`config.mk`:
```
export PLATFORM = sky130hd
export DESIGN_NAME = min_spanning_tree_kruskal
export DESIGN_NICKNAME = d
export VERILOG_FILES = /design/src/rtl/mstk_pkg.sv /design/src/rtl/mstk_ctrl.sv /design/src/rtl/mstk_dp.sv /design/src/rtl/min_spanning_tree_kruskal.sv
export SDC_FILE = /design/constraint.sdc
export NUM_CORES = 2
export LEC_CHECK = 0
export BUFFER_PORTS_ARGS = -buffer_cell sky130_fd_sc_hd__buf_2
export CAP_MARGIN = 20
export CELL_PAD_IN_SITES_DETAIL_PLACEMENT = 0
export CELL_PAD_IN_SITES_GLOBAL_PLACEMENT = 2
export CORE_AREA = 2 2 498 500
export CTS_CLUSTER_DIAMETER = 50
export DETAILED_ROUTE_END_ITERATION = 6
export DIE_AREA = 0 0 500 502
export GPL_ROUTABILITY_DRIVEN = 0
export PLACE_DENSITY = 0.74
export SETUP_SLACK_MARGIN = 0.1
export SLEW_MARGIN = 20
export SYNTH_ARGS = -nofsm -noshare
export SYNTH_HDL_FRONTEND = slang
export SYNTH_HIERARCHICAL = 1
export SYNTH_SLANG_ARGS = --single-unit
```
`constraint.sdc`:
```
create_clock -name i_clk -period 11 [get_ports i_clk]
set_input_delay 1.1 -clock i_clk [delete_from_list [all_inputs] [get_ports i_clk]]
set_output_delay 1.1 -clock i_clk [all_outputs]
set_load 0.05 [all_outputs]
```
`src/rtl/mstk_pkg.sv`:
```
`default_nettype none

package mstk_pkg;

    // Graph size and derived widths
    localparam int MAX_NODES = 16;
    localparam int NODE_W    = $clog2(MAX_NODES);
    localparam int COUNT_W   = $clog2(MAX_NODES + 1);
    localparam int LINK_W    = COUNT_W;
    localparam int ADDR_W    = 2 * NODE_W;

    // Field widths
    localparam int COST_W  = 10;
    localparam int SUM_W   = 14;
    localparam int NC_W    = 5;
    localparam int STAT_W  = 2;

    // Register port
    localparam int PADDR_W  = 3;
    localparam int PDATA_W  = 32;
    localparam int REGIDX_W = PADDR_W - 2;

    localparam logic [REGIDX_W-1:0] REG_NODE_COUNT = 1'b0;
    localparam logic [NC_W-1:0]     NC_RESET       = 5'd16;

    localparam logic [COST_W-1:0] NO_EDGE = 10'd999;

    // Result status codes
    localparam logic [STAT_W-1:0] ST_BUSY = 2'd0;
    localparam logic [STAT_W-1:0] ST_DONE = 2'd1;
    localparam logic [STAT_W-1:0] ST_DISC = 2'd2;

    typedef enum logic [1:0] {
        EK_EDGE,
        EK_DISC,
        EK_SOLO
    } t_emit_kind;

    typedef struct packed {
        logic       load_wr;
        logic       run_init;
        logic       scan_init;
        logic       scan_step;
        logic       walk_a;
        logic       walk_step;
        logic       root_a;
        logic       link;
        logic       clr_ab;
        logic       clr_ba;
        logic       push;
        t_emit_kind push_kind;
    } t_cmd;

    typedef struct packed {
        logic edges_done;
        logic single;
        logic scan_last;
        logic best_none;
        logic walk_root;
        logic roots_differ;
        logic out_free;
    } t_stat;

endpackage

`default_nettype wire

```
`src/rtl/mstk_ctrl.sv`:
```
`default_nettype none

module mstk_ctrl (
    input  wire                 i_clk,
    input  wire                 i_rst_n,
    input  wire                 i_in_valid,
    input  wire                 i_load_last,
    input  mstk_pkg::t_stat     i_stat,
    output mstk_pkg::t_cmd      o_cmd,
    output logic                o_in_stall
);

    typedef enum logic [12:0] {
        S_IDLE   = 13'b0000000000001,
        S_TEST   = 13'b0000000000010,
        S_SCAN   = 13'b0000000000100,
        S_DRAIN  = 13'b0000000001000,
        S_CHECK  = 13'b0000000010000,
        S_FIND_A = 13'b0000000100000,
        S_FIND_B = 13'b0000001000000,
        S_LINK   = 13'b0000010000000,
        S_EMIT   = 13'b0000100000000,
        S_CLR_AB = 13'b0001000000000,
        S_CLR_BA = 13'b0010000000000,
        S_DISC   = 13'b0100000000000,
        S_SOLO   = 13'b1000000000000
    } t_state;

    t_state r_state;
    t_state n_state;

    always_ff @(posedge i_clk) begin
        if (!i_rst_n) begin
            r_state <= S_IDLE;
        end else begin
            r_state <= n_state;
        end
    end

    always_comb begin
        n_state    = r_state;
        o_cmd      = '0;
        o_in_stall = (r_state != S_IDLE);
        unique case (r_state)
            S_IDLE: begin
                if (i_in_valid) begin
                    o_cmd.load_wr = 1'b1;
                    if (i_load_last) begin
                        o_cmd.run_init = 1'b1;
                        n_state        = S_TEST;
                    end
                end
            end
            S_TEST: begin
                if (i_stat.edges_done) begin
                    n_state = i_stat.single ? S_SOLO : S_IDLE;
                end else begin
                    o_cmd.scan_init = 1'b1;
                    n_state         = S_SCAN;
                end
            end
            S_SCAN: begin
                o_cmd.scan_step = 1'b1;
                if (i_stat.scan_last) begin
                    n_state = S_DRAIN;
                end
            end
            S_DRAIN: begin
                n_state = S_CHECK;
            end
            S_CHECK: begin
                if (i_stat.best_none) begin
                    n_state = S_DISC;
                end else begin
                    o_cmd.walk_a = 1'b1;
                    n_state      = S_FIND_A;
                end
            end
            S_FIND_A: begin
                if (i_stat.walk_root) begin
                    o_cmd.root_a = 1'b1;
                    n_state      = S_FIND_B;
                end else begin
                    o_cmd.walk_step = 1'b1;
                end
            end
            S_FIND_B: begin
                if (i_stat.walk_root) begin
                    n_state = S_LINK;
                end else begin
                    o_cmd.walk_step = 1'b1;
                end
            end
            S_LINK: begin
                if (i_stat.roots_differ) begin
                    o_cmd.link = 1'b1;
                    n_state    = S_EMIT;
                end else begin
                    n_state = S_CLR_AB;
                end
            end
            S_EMIT: begin
                if (i_stat.out_free) begin
                    o_cmd.push      = 1'b1;
                    o_cmd.push_kind = mstk_pkg::EK_EDGE;
                    n_state         = S_CLR_AB;
                end
            end
            S_CLR_AB: begin
                o_cmd.clr_ab = 1'b1;
                n_state      = S_CLR_BA;
            end
            S_CLR_BA: begin
                o_cmd.clr_ba = 1'b1;
                n_state      = S_TEST;
            end
            S_DISC: begin
                if (i_stat.out_free) begin
                    o_cmd.push      = 1'b1;
                    o_cmd.push_kind = mstk_pkg::EK_DISC;
                    n_state         = S_IDLE;
                end
            end
            S_SOLO: begin
                if (i_stat.out_free) begin
                    o_cmd.push      = 1'b1;
                    o_cmd.push_kind = mstk_pkg::EK_SOLO;
                    n_state         = S_IDLE;
                end
            end
            default: begin
                n_state = S_IDLE;
            end
        endcase
    end

endmodule

`default_nettype wire

```
`src/rtl/mstk_dp.sv`:
```
`default_nettype none

module mstk_dp (
    input  wire                                  i_clk,
    input  wire                                  i_rst_n,
    input  mstk_pkg::t_cmd                       i_cmd,
    output mstk_pkg::t_stat                      o_stat,
    input  wire [mstk_pkg::NC_W-1:0]             i_node_count,
    input  wire [mstk_pkg::NODE_W-1:0]           i_row_node,
    input  wire [mstk_pkg::NODE_W-1:0]           i_col_node,
    input  wire [mstk_pkg::COST_W-1:0]           i_edge_cost,
    input  wire                                  i_out_stall,
    output logic                                 o_out_valid,
    output logic                                 o_edge_valid,
    output logic [mstk_pkg::NODE_W-1:0]          o_edge_from,
    output logic [mstk_pkg::NODE_W-1:0]          o_edge_to,
    output logic [mstk_pkg::COST_W-1:0]          o_edge_weight,
    output logic [mstk_pkg::SUM_W-1:0]           o_total_cost,
    output logic [mstk_pkg::STAT_W-1:0]          o_status,
    output logic                                 o_run_last
);

    // Cost matrix, addressed {row, col}
    logic [mstk_pkg::COST_W-1:0] r_cost_mem [2**mstk_pkg::ADDR_W];
    logic [mstk_pkg::COST_W-1:0] r_rd_data;
    logic [mstk_pkg::NODE_W-1:0] r_rd_i;
    logic [mstk_pkg::NODE_W-1:0] r_rd_j;
    logic                        r_rd_v;

    logic                        w_wr_en;
    logic [mstk_pkg::ADDR_W-1:0] w_wr_addr;
    logic [mstk_pkg::COST_W-1:0] w_wr_data;

    // Union-find links, parent + 1 (zero marks a root)
    logic [mstk_pkg::LINK_W-1:0] r_parent [mstk_pkg::MAX_NODES];
    logic [mstk_pkg::LINK_W-1:0] w_par;

    logic [mstk_pkg::NODE_W-1:0]  r_si;
    logic [mstk_pkg::NODE_W-1:0]  r_sj;
    logic [mstk_pkg::COST_W-1:0]  r_best;
    logic [mstk_pkg::NODE_W-1:0]  r_a;
    logic [mstk_pkg::NODE_W-1:0]  r_b;
    logic [mstk_pkg::NODE_W-1:0]  r_walk;
    logic [mstk_pkg::NODE_W-1:0]  r_root_a;
    logic [mstk_pkg::COUNT_W-1:0] r_edges;
    logic [mstk_pkg::SUM_W-1:0]   r_sum;

    logic [mstk_pkg::COUNT_W-1:0] w_n;
    logic [mstk_pkg::COUNT_W-1:0] w_nm1;
    logic [mstk_pkg::NODE_W-1:0]  w_last_idx;
    logic                         w_pos_ok;

    // Clamp the node count into 1..MAX_NODES
    always_comb begin
        if (i_node_count == '0) begin
            w_n = mstk_pkg::COUNT_W'(1);
        end else if (int'(i_node_count) > mstk_pkg::MAX_NODES) begin
            w_n = mstk_pkg::COUNT_W'(mstk_pkg::MAX_NODES);
        end else begin
            w_n = mstk_pkg::COUNT_W'(i_node_count);
        end
        w_nm1      = w_n - mstk_pkg::COUNT_W'(1);
        w_last_idx = w_nm1[mstk_pkg::NODE_W-1:0];
    end

    assign w_pos_ok = (int'(i_row_node) < mstk_pkg::MAX_NODES) &&
                      (int'(i_col_node) < mstk_pkg::MAX_NODES);

    // Single write port: loads while idle, mirror clears during a run
    always_comb begin
        w_wr_en   = 1'b0;
        w_wr_addr = {i_row_node, i_col_node};
        w_wr_data = i_edge_cost;
        if (i_cmd.load_wr) begin
            w_wr_en = w_pos_ok;
        end else if (i_cmd.clr_ab) begin
            w_wr_en   = 1'b1;
            w_wr_addr = {r_a, r_b};
            w_wr_data = mstk_pkg::NO_EDGE;
        end else if (i_cmd.clr_ba) begin
            w_wr_en   = 1'b1;
            w_wr_addr = {r_b, r_a};
            w_wr_data = mstk_pkg::NO_EDGE;
        end
    end

    always_ff @(posedge i_clk) begin
        if (w_wr_en) begin
            r_cost_mem[w_wr_addr] <= w_wr_data;
        end
    end

    always_ff @(posedge i_clk) begin
        r_rd_data <= r_cost_mem[{r_si, r_sj}];
        r_rd_i    <= r_si;
        r_rd_j    <= r_sj;
    end

    assign w_par = r_parent[r_walk];

    // Control state
    always_ff @(posedge i_clk) begin
        if (!i_rst_n) begin
            r_rd_v  <= 1'b0;
            r_edges <= '0;
            r_sum   <= '0;
            r_si    <= '0;
            r_sj    <= '0;
            for (int k = 0; k < mstk_pkg::MAX_NODES; k++) begin
                r_parent[k] <= '0;
            end
        end else begin
            r_rd_v <= i_cmd.scan_step;
            if (i_cmd.run_init) begin
                r_edges <= '0;
                r_sum   <= '0;
                for (int k = 0; k < mstk_pkg::MAX_NODES; k++) begin
                    r_parent[k] <= '0;
                end
            end
            if (i_cmd.scan_init) begin
                r_si <= '0;
                r_sj <= '0;
            end else if (i_cmd.scan_step) begin
                if (r_sj == w_last_idx) begin
                    r_sj <= '0;
                    r_si <= r_si + mstk_pkg::NODE_W'(1);
                end else begin
                    r_sj <= r_sj + mstk_pkg::NODE_W'(1);
                end
            end
            if (i_cmd.link) begin
                r_parent[r_walk] <= mstk_pkg::LINK_W'(r_root_a) + mstk_pkg::LINK_W'(1);
                r_edges          <= r_edges + mstk_pkg::COUNT_W'(1);
                r_sum            <= r_sum + mstk_pkg::SUM_W'(r_best);
            end
        end
    end

    // Scan minimum and root walk
    always_ff @(posedge i_clk) begin
        if (i_cmd.scan_init) begin
            r_best <= mstk_pkg::NO_EDGE;
            r_a    <= '0;
            r_b    <= '0;
        end else if (r_rd_v && (r_rd_data < r_best)) begin
            r_best <= r_rd_data;
            r_a    <= r_rd_i;
            r_b    <= r_rd_j;
        end
        if (i_cmd.walk_a) begin
            r_walk <= r_a;
        end else if (i_cmd.root_a) begin
            r_root_a <= r_walk;
            r_walk   <= r_b;
        end else if (i_cmd.walk_step && (w_par != '0)) begin
            r_walk <= mstk_pkg::NODE_W'(w_par - mstk_pkg::LINK_W'(1));
        end
    end

    always_comb begin
        o_stat.edges_done   = (r_edges == w_nm1);
        o_stat.single       = (w_n == mstk_pkg::COUNT_W'(1));
        o_stat.scan_last    = (r_si == w_last_idx) && (r_sj == w_last_idx);
        o_stat.best_none    = (r_best >= mstk_pkg::NO_EDGE);
        o_stat.walk_root    = (w_par == '0);
        o_stat.roots_differ = (r_root_a != r_walk);
        o_stat.out_free     = !o_out_valid || !i_out_stall;
    end

    // Output register
    always_ff @(posedge i_clk) begin
        if (!i_rst_n) begin
            o_out_valid <= 1'b0;
        end else if (i_cmd.push) begin
            o_out_valid <= 1'b1;
        end else if (!i_out_stall) begin
            o_out_valid <= 1'b0;
        end
    end

    always_ff @(posedge i_clk) begin
        if (i_cmd.push) begin
            o_total_cost <= r_sum;
            case (i_cmd.push_kind)
                mstk_pkg::EK_EDGE: begin
                    o_edge_valid  <= 1'b1;
                    o_edge_from   <= r_a;
                    o_edge_to     <= r_b;
                    o_edge_weight <= r_best;
                    o_status      <= o_stat.edges_done ? mstk_pkg::ST_DONE
                                                       : mstk_pkg::ST_BUSY;
                    o_run_last    <= o_stat.edges_done;
                end
                mstk_pkg::EK_DISC: begin
                    o_edge_valid  <= 1'b0;
                    o_edge_from   <= '0;
                    o_edge_to     <= '0;
                    o_edge_weight <= '0;
                    o_status      <= mstk_pkg::ST_DISC;
                    o_run_last    <= 1'b1;
                end
                default: begin
                    o_edge_valid  <= 1'b0;
                    o_edge_from   <= '0;
                    o_edge_to     <= '0;
                    o_edge_weight <= '0;
                    o_status      <= mstk_pkg::ST_DONE;
                    o_run_last    <= 1'b1;
                end
            endcase
        end
    end

endmodule

`default_nettype wire

```
`src/rtl/min_spanning_tree_kruskal.sv`:
```
`default_nettype none

// Minimum spanning tree engine (Kruskal) over a cost matrix of up to 16 x 16
// entries. Load the matrix one entry per item, one item per cycle, at
// (row_node, col_node); a cost of 999 or more means no edge, and positions
// outside the matrix are dropped. The item flagged load_last stores its entry
// and starts a run over the first node_count nodes (register at byte 0, reset
// 16; 0 acts as 1, above 16 acts as 16). Each round scans all n*n active
// entries through the single read port of the cost memory, one entry per
// cycle, then walks the parent links of both ends one hop per cycle (at most
// n-1 hops each), links the roots when they differ and emits the edge, and
// finally writes 999 into the entry and its mirror. A run takes one round per
// entry pair it consumes. The input is stalled from the load_last item until
// the sequencer is idle again after the run's final result has entered the
// output register. Each result reports the chosen edge and the running total;
// the last one of a run carries run_last, with status 1 when the tree is
// complete and status 2 when the graph turned out to be disconnected (then an
// extra result without an edge closes the run). A single-node run gives one
// closing result with status 1. The cost memory is not cleared by reset:
// every scanned entry must be loaded first.
module min_spanning_tree_kruskal (
    input  wire                                i_clk,
    input  wire                                i_rst_n,

    // matrix entry channel
    input  wire                                i_in_valid,
    output logic                               o_in_stall,
    input  wire [mstk_pkg::NODE_W-1:0]         i_row_node,
    input  wire [mstk_pkg::NODE_W-1:0]         i_col_node,
    input  wire [mstk_pkg::COST_W-1:0]         i_edge_cost,
    input  wire                                i_load_last,

    // result channel
    output logic                               o_out_valid,
    input  wire                                i_out_stall,
    output logic                               o_edge_valid,
    output logic [mstk_pkg::NODE_W-1:0]        o_edge_from,
    output logic [mstk_pkg::NODE_W-1:0]        o_edge_to,
    output logic [mstk_pkg::COST_W-1:0]        o_edge_weight,
    output logic [mstk_pkg::SUM_W-1:0]         o_total_cost,
    output logic [mstk_pkg::STAT_W-1:0]        o_status,
    output logic                               o_run_last,

    // register port
    input  wire                                psel,
    input  wire                                penable,
    input  wire                                pwrite,
    input  wire [mstk_pkg::PADDR_W-1:0]        paddr,
    input  wire [mstk_pkg::PDATA_W-1:0]        pwdata,
    output logic [mstk_pkg::PDATA_W-1:0]       prdata,
    output logic                               pready
);

    logic [mstk_pkg::NC_W-1:0]     r_node_count;
    logic [mstk_pkg::REGIDX_W-1:0] w_reg_idx;

    mstk_pkg::t_cmd  w_cmd;
    mstk_pkg::t_stat w_stat;

    // Register port: zero wait states, writes on the access phase
    assign pready    = 1'b1;
    assign w_reg_idx = paddr[mstk_pkg::PADDR_W-1:2];

    always_ff @(posedge i_clk) begin
        if (!i_rst_n) begin
            r_node_count <= mstk_pkg::NC_RESET;
        end else if (psel && penable && pwrite &&
                     (w_reg_idx == mstk_pkg::REG_NODE_COUNT)) begin
            r_node_count <= pwdata[mstk_pkg::NC_W-1:0];
        end
    end

    always_comb begin
        prdata = '0;
        if (w_reg_idx == mstk_pkg::REG_NODE_COUNT) begin
            prdata = mstk_pkg::PDATA_W'(r_node_count);
        end
    end

    // Sequencer: loads, scan rounds, root walks, clears and result pushes
    mstk_ctrl u_ctrl (
        .i_clk       (i_clk),
        .i_rst_n     (i_rst_n),
        .i_in_valid  (i_in_valid),
        .i_load_last (i_load_last),
        .i_stat      (w_stat),
        .o_cmd       (w_cmd),
        .o_in_stall  (o_in_stall)
    );

    // Cost memory, union-find links, running sums and the output register
    mstk_dp u_dp (
        .i_clk         (i_clk),
        .i_rst_n       (i_rst_n),
        .i_cmd         (w_cmd),
        .o_stat        (w_stat),
        .i_node_count  (r_node_count),
        .i_row_node    (i_row_node),
        .i_col_node    (i_col_node),
        .i_edge_cost   (i_edge_cost),
        .i_out_stall   (i_out_stall),
        .o_out_valid   (o_out_valid),
        .o_edge_valid  (o_edge_valid),
        .o_edge_from   (o_edge_from),
        .o_edge_to     (o_edge_to),
        .o_edge_weight (o_edge_weight),
        .o_total_cost  (o_total_cost),
        .o_status      (o_status),
        .o_run_last    (o_run_last)
    );

endmodule

`default_nettype wire

```
==> results by group <==
Status
  • Status: completed

Setup path
  • WP data arrival: 6.34 ns
  • Crit-path most repeated cell: nor2_1
  • Setup crit end kind: flop
  • Crit path kind: flop to flop
  • Cells along the critical path: or4_4 -> nor3_4 -> nand3_1 -> nor2_1 -> o21bai_4 -> buf_16 -> nand2_1 -> o21a_1 -> nor2_1 -> nand3_2 -> buf_4 -> nor2_1
  • Crit-path max cell delay: 0.82 ns
  • Crit-path max FO: 19
  • Startpoint Class: flop
  • Slowest library cell on the worst path: nand3_2
  • Critical path buffers and inverters: 2
  • Worst Path Required: 11.52 ns
  • CP delay by family, top: simple AND/OR/NAND/NOR gates

Floorplanning
  • Num rows: 182
  • I/O pins: 132
  • Die area: 251,000 sq um
  • Core area: 245,300 sq um
  • Die Height: 502 um
  • Starting Density: 44.78%
  • Chip width: 500 um

Power
  • Flop pwr share: 51.8%
  • LEAKAGE: 37.84 nW
  • Pwr/cell area: 182.3 nW/um^2
  • Sw Share: 20.82%
  • Internal power: 0.01785 W
  • Comb power frac: 3.4%
  • Clk pwr share: 44.8%
  • Psw: 0.004694 W
  • Worst VDD drop: 139.2 uV

STA
  • Setup TNS: 0 ns
  • Slew margin rel.: 18.17%
  • Shortest period the worst path allows: 5.825 ns
  • Setup violations, final: 0
  • F_max: 0.1717 GHz
  • Worst slew pin tran: 1.223 ns
  • Part of the cycle the worst path needs: 52.95%
  • Final Skew: 0.05917 ns
  • Hold slack: 0.4122 ns
  • RSZ-0062 raised after global routing: no
  • Final Slew Violations: 0
  • Final Hold Viols: 0

Yosys
  • Post-synthesis cell count: 5,556
  • Synth Cell Area: 109,800 sq um
  • Synth top area cells: edfxtp_1 73%, mux4_2 12%, mux2i_1 2.7%
  • Synth async-reset ratio: 0%
  • Post-synth EDFFs: 2,684
  • Sequential fraction of the synthesis area: 74.97%
  • Synth Warn #: 6
  • Main synth FF type: edfxtp_1
  • Share of Yosys cell area claimed by the top area cell type: 73.38%
  • Synth Register Bits: 2,771
  • Average size of a mapped cell: 19.77 sq um
  • Cell variety after synth: 91
  • Cell accounting for the most synthesized area: edfxtp_1

Placement
  • IO Port Bufs: 74
  • Post-DP HPWL: 173,800 um

Global routing
  • Grt ovf: 0
  • Global-route wire length before repair: 412,400 um
  • Antenna violations before repair: 19
  • Number of global-route vias before repair: 55,050
  • Total GRT Usage: 22.99%
  • Largest net degree at the start of global routing: 193

Routing
  • Final wirelength: 290,000 um
  • Avg Vias per Cell: 6.063
  • Drt drc: 0
  • Via count: 55,940
  • Antenna-violating nets left: 0
  • DR WL/cell: 31.43 um
  • Initial DRC Count: 6,475
  • First-pass iteration count of the detailed router: 5

Clocking
  • Cts bufs inserted: 319
  • Clock-pin slew of the registers on the worst-case setup and hold paths: 0.05 ns
  • Post-CTS sizing: 0
  • Root Driver: clkbuf_16
  • Total clock sinks: 2,771
  • H-Tree Depth: 5
  • Clock Path Buffers: 4
  • Hold Buf Count CTS: 0
  • TritonCTS clock tree: done
  • Clock latency on the worst-skew pair: 0.94 ns
  • Post-CTS Setup Bufs: 0

Finish
  • Most frequent cells in the layout: 2,684 x edfxtp_1, 582 x mux4_2, 444 x nor2_1
  • Fin util: 50.42%
  • Most common cell after layout, fill and taps aside: edfxtp_1
  • Area Growth Syn to Fin: 12.59%
  • Nets: 5,848
  • Share of layout cells above drive strength 1: 22.64%

Run
  • Max Cap Viol: 0

Min path
  • Hold WC Path Type: primary input to flop
layout make-up:
type | instances | area, sq um
antenna | 9 | 22.52
timing repair buffer | 210 | 1546
inverter | 26 | 106.4
clock buffer | 391 | 8421
clock inverter | 168 | 1543
multi-input combinational | 2432 | 25630
tap | 3220 | 4029
fill | 19330 | 121600
sequential | 2771 | 82360
tightest hold or removal path: cells and delay by family:
family,cells,cell delay (ns)
AND/OR/NAND/NOR,1,0.04
buffers and inverters,1,0.09
multiplexers,1,0.05
kinds of logic (layout without fill, tap and decap cells):
kind of cell	count (synthesis)	count (layout)	share of synthesized area [%]
AO/OA/AOI/OAI	466	466	3.004
buffers and inverters	379	795	2.055
multiplexers	935	935	15.52
flip-flops	2771	2771	74.97
other	2	37	0.006838
adder cells (fa/ha/maj)	27	27	0.3144
AND/OR/NAND/NOR	936	936	3.812
XOR/XNOR	40	40	0.3190
per-stage QoR:
stage / setup WS (ns) / area, sq um / power [W] / cells
global route: 4.946 / 123600 / 0.02319 / 9219
finish: 5.175 / 123700 / 0.02254 / 9227
global placement: 5.040 / 113500 / 0.01265 / 8649
CTS: 4.955 / 123500 / 0.02272 / 9210
floorplan: 4.086 / 109900 / 0.01242 / 5582
detailed placement: 5.021 / 113500 / 0.01267 / 8651
Yosys cell counts, types with 53 or more instances:
cell	count
nor2_1	456
buf_4	58
clkbuf_1	143
edfxtp_1	2684
nand2_1	206
o21ai_0	81
mux2i_1	293
mux4_2	582
a221oi_1	55
nand3_1	79
dfxtp_1	87
a21oi_1	89
buf_2	61
buf_6	53
final timing paths:
kind | start | to | slack, ns | cells after the start
hold / removal | pwdata[2] | r_node_count[2]$_SDFFE_PN0P_ | 0.41 | 3
setup reg to reg | u_ctrl/r_state[4]$_SDFFE_PN0P_ | u_dp/r_cost_mem[77][2]$_DFFE_PP_ | 5.18 | 12
hold reg to reg | u_dp/r_si[0]$_SDFFE_PP0P_ | u_dp/r_rd_i[0]$_DFF_P_ | 0.43 | 0
setup / recovery | u_ctrl/r_state[4]$_SDFFE_PN0P_ | u_dp/r_cost_mem[77][2]$_DFFE_PP_ | 5.18 | 12
metal layers:
| metal | GRT usage [%] | part of all wire, % | vias up |
|---|---|---|---|
| met5 | 0 | 0.016 | - |
| met4 | 7.047 | 2.7 | 6 |
| met3 | 4.352 | 8.2 | 390 |
| met2 | 36.14 | 48 | 2409 |
| met1 | 32.73 | 41 | 29960 |
| li1 | - | - | 23180 |
sequential cells by signal, indices dropped and copies added, names as in the netlist, 5 cells and up, named ones only:
signal and flops:
r_node_count 5, u_ctrl/r_state 13, u_dp/o_edge_weight 10, u_dp/o_total_cost 14, u_dp/r_best 10, u_dp/r_cost_mem 2560
u_dp/r_edges 5, u_dp/r_parent 80, u_dp/r_rd_data 10, u_dp/r_sum 14
power groups by stage:
stage          Combinational [W]  Clock, W  Sequential (W)
2_1_floorplan           0.000490         0          0.0119
3_3_place_gp            0.000746         0          0.0119
3_5_place_dp            0.000762         0          0.0119
4_1_cts                 0.000763    0.0103          0.0117
5_1_grt                 0.000813    0.0107          0.0117
6_report                0.000757    0.0101          0.0117
(Power assumes the default switching activity.)
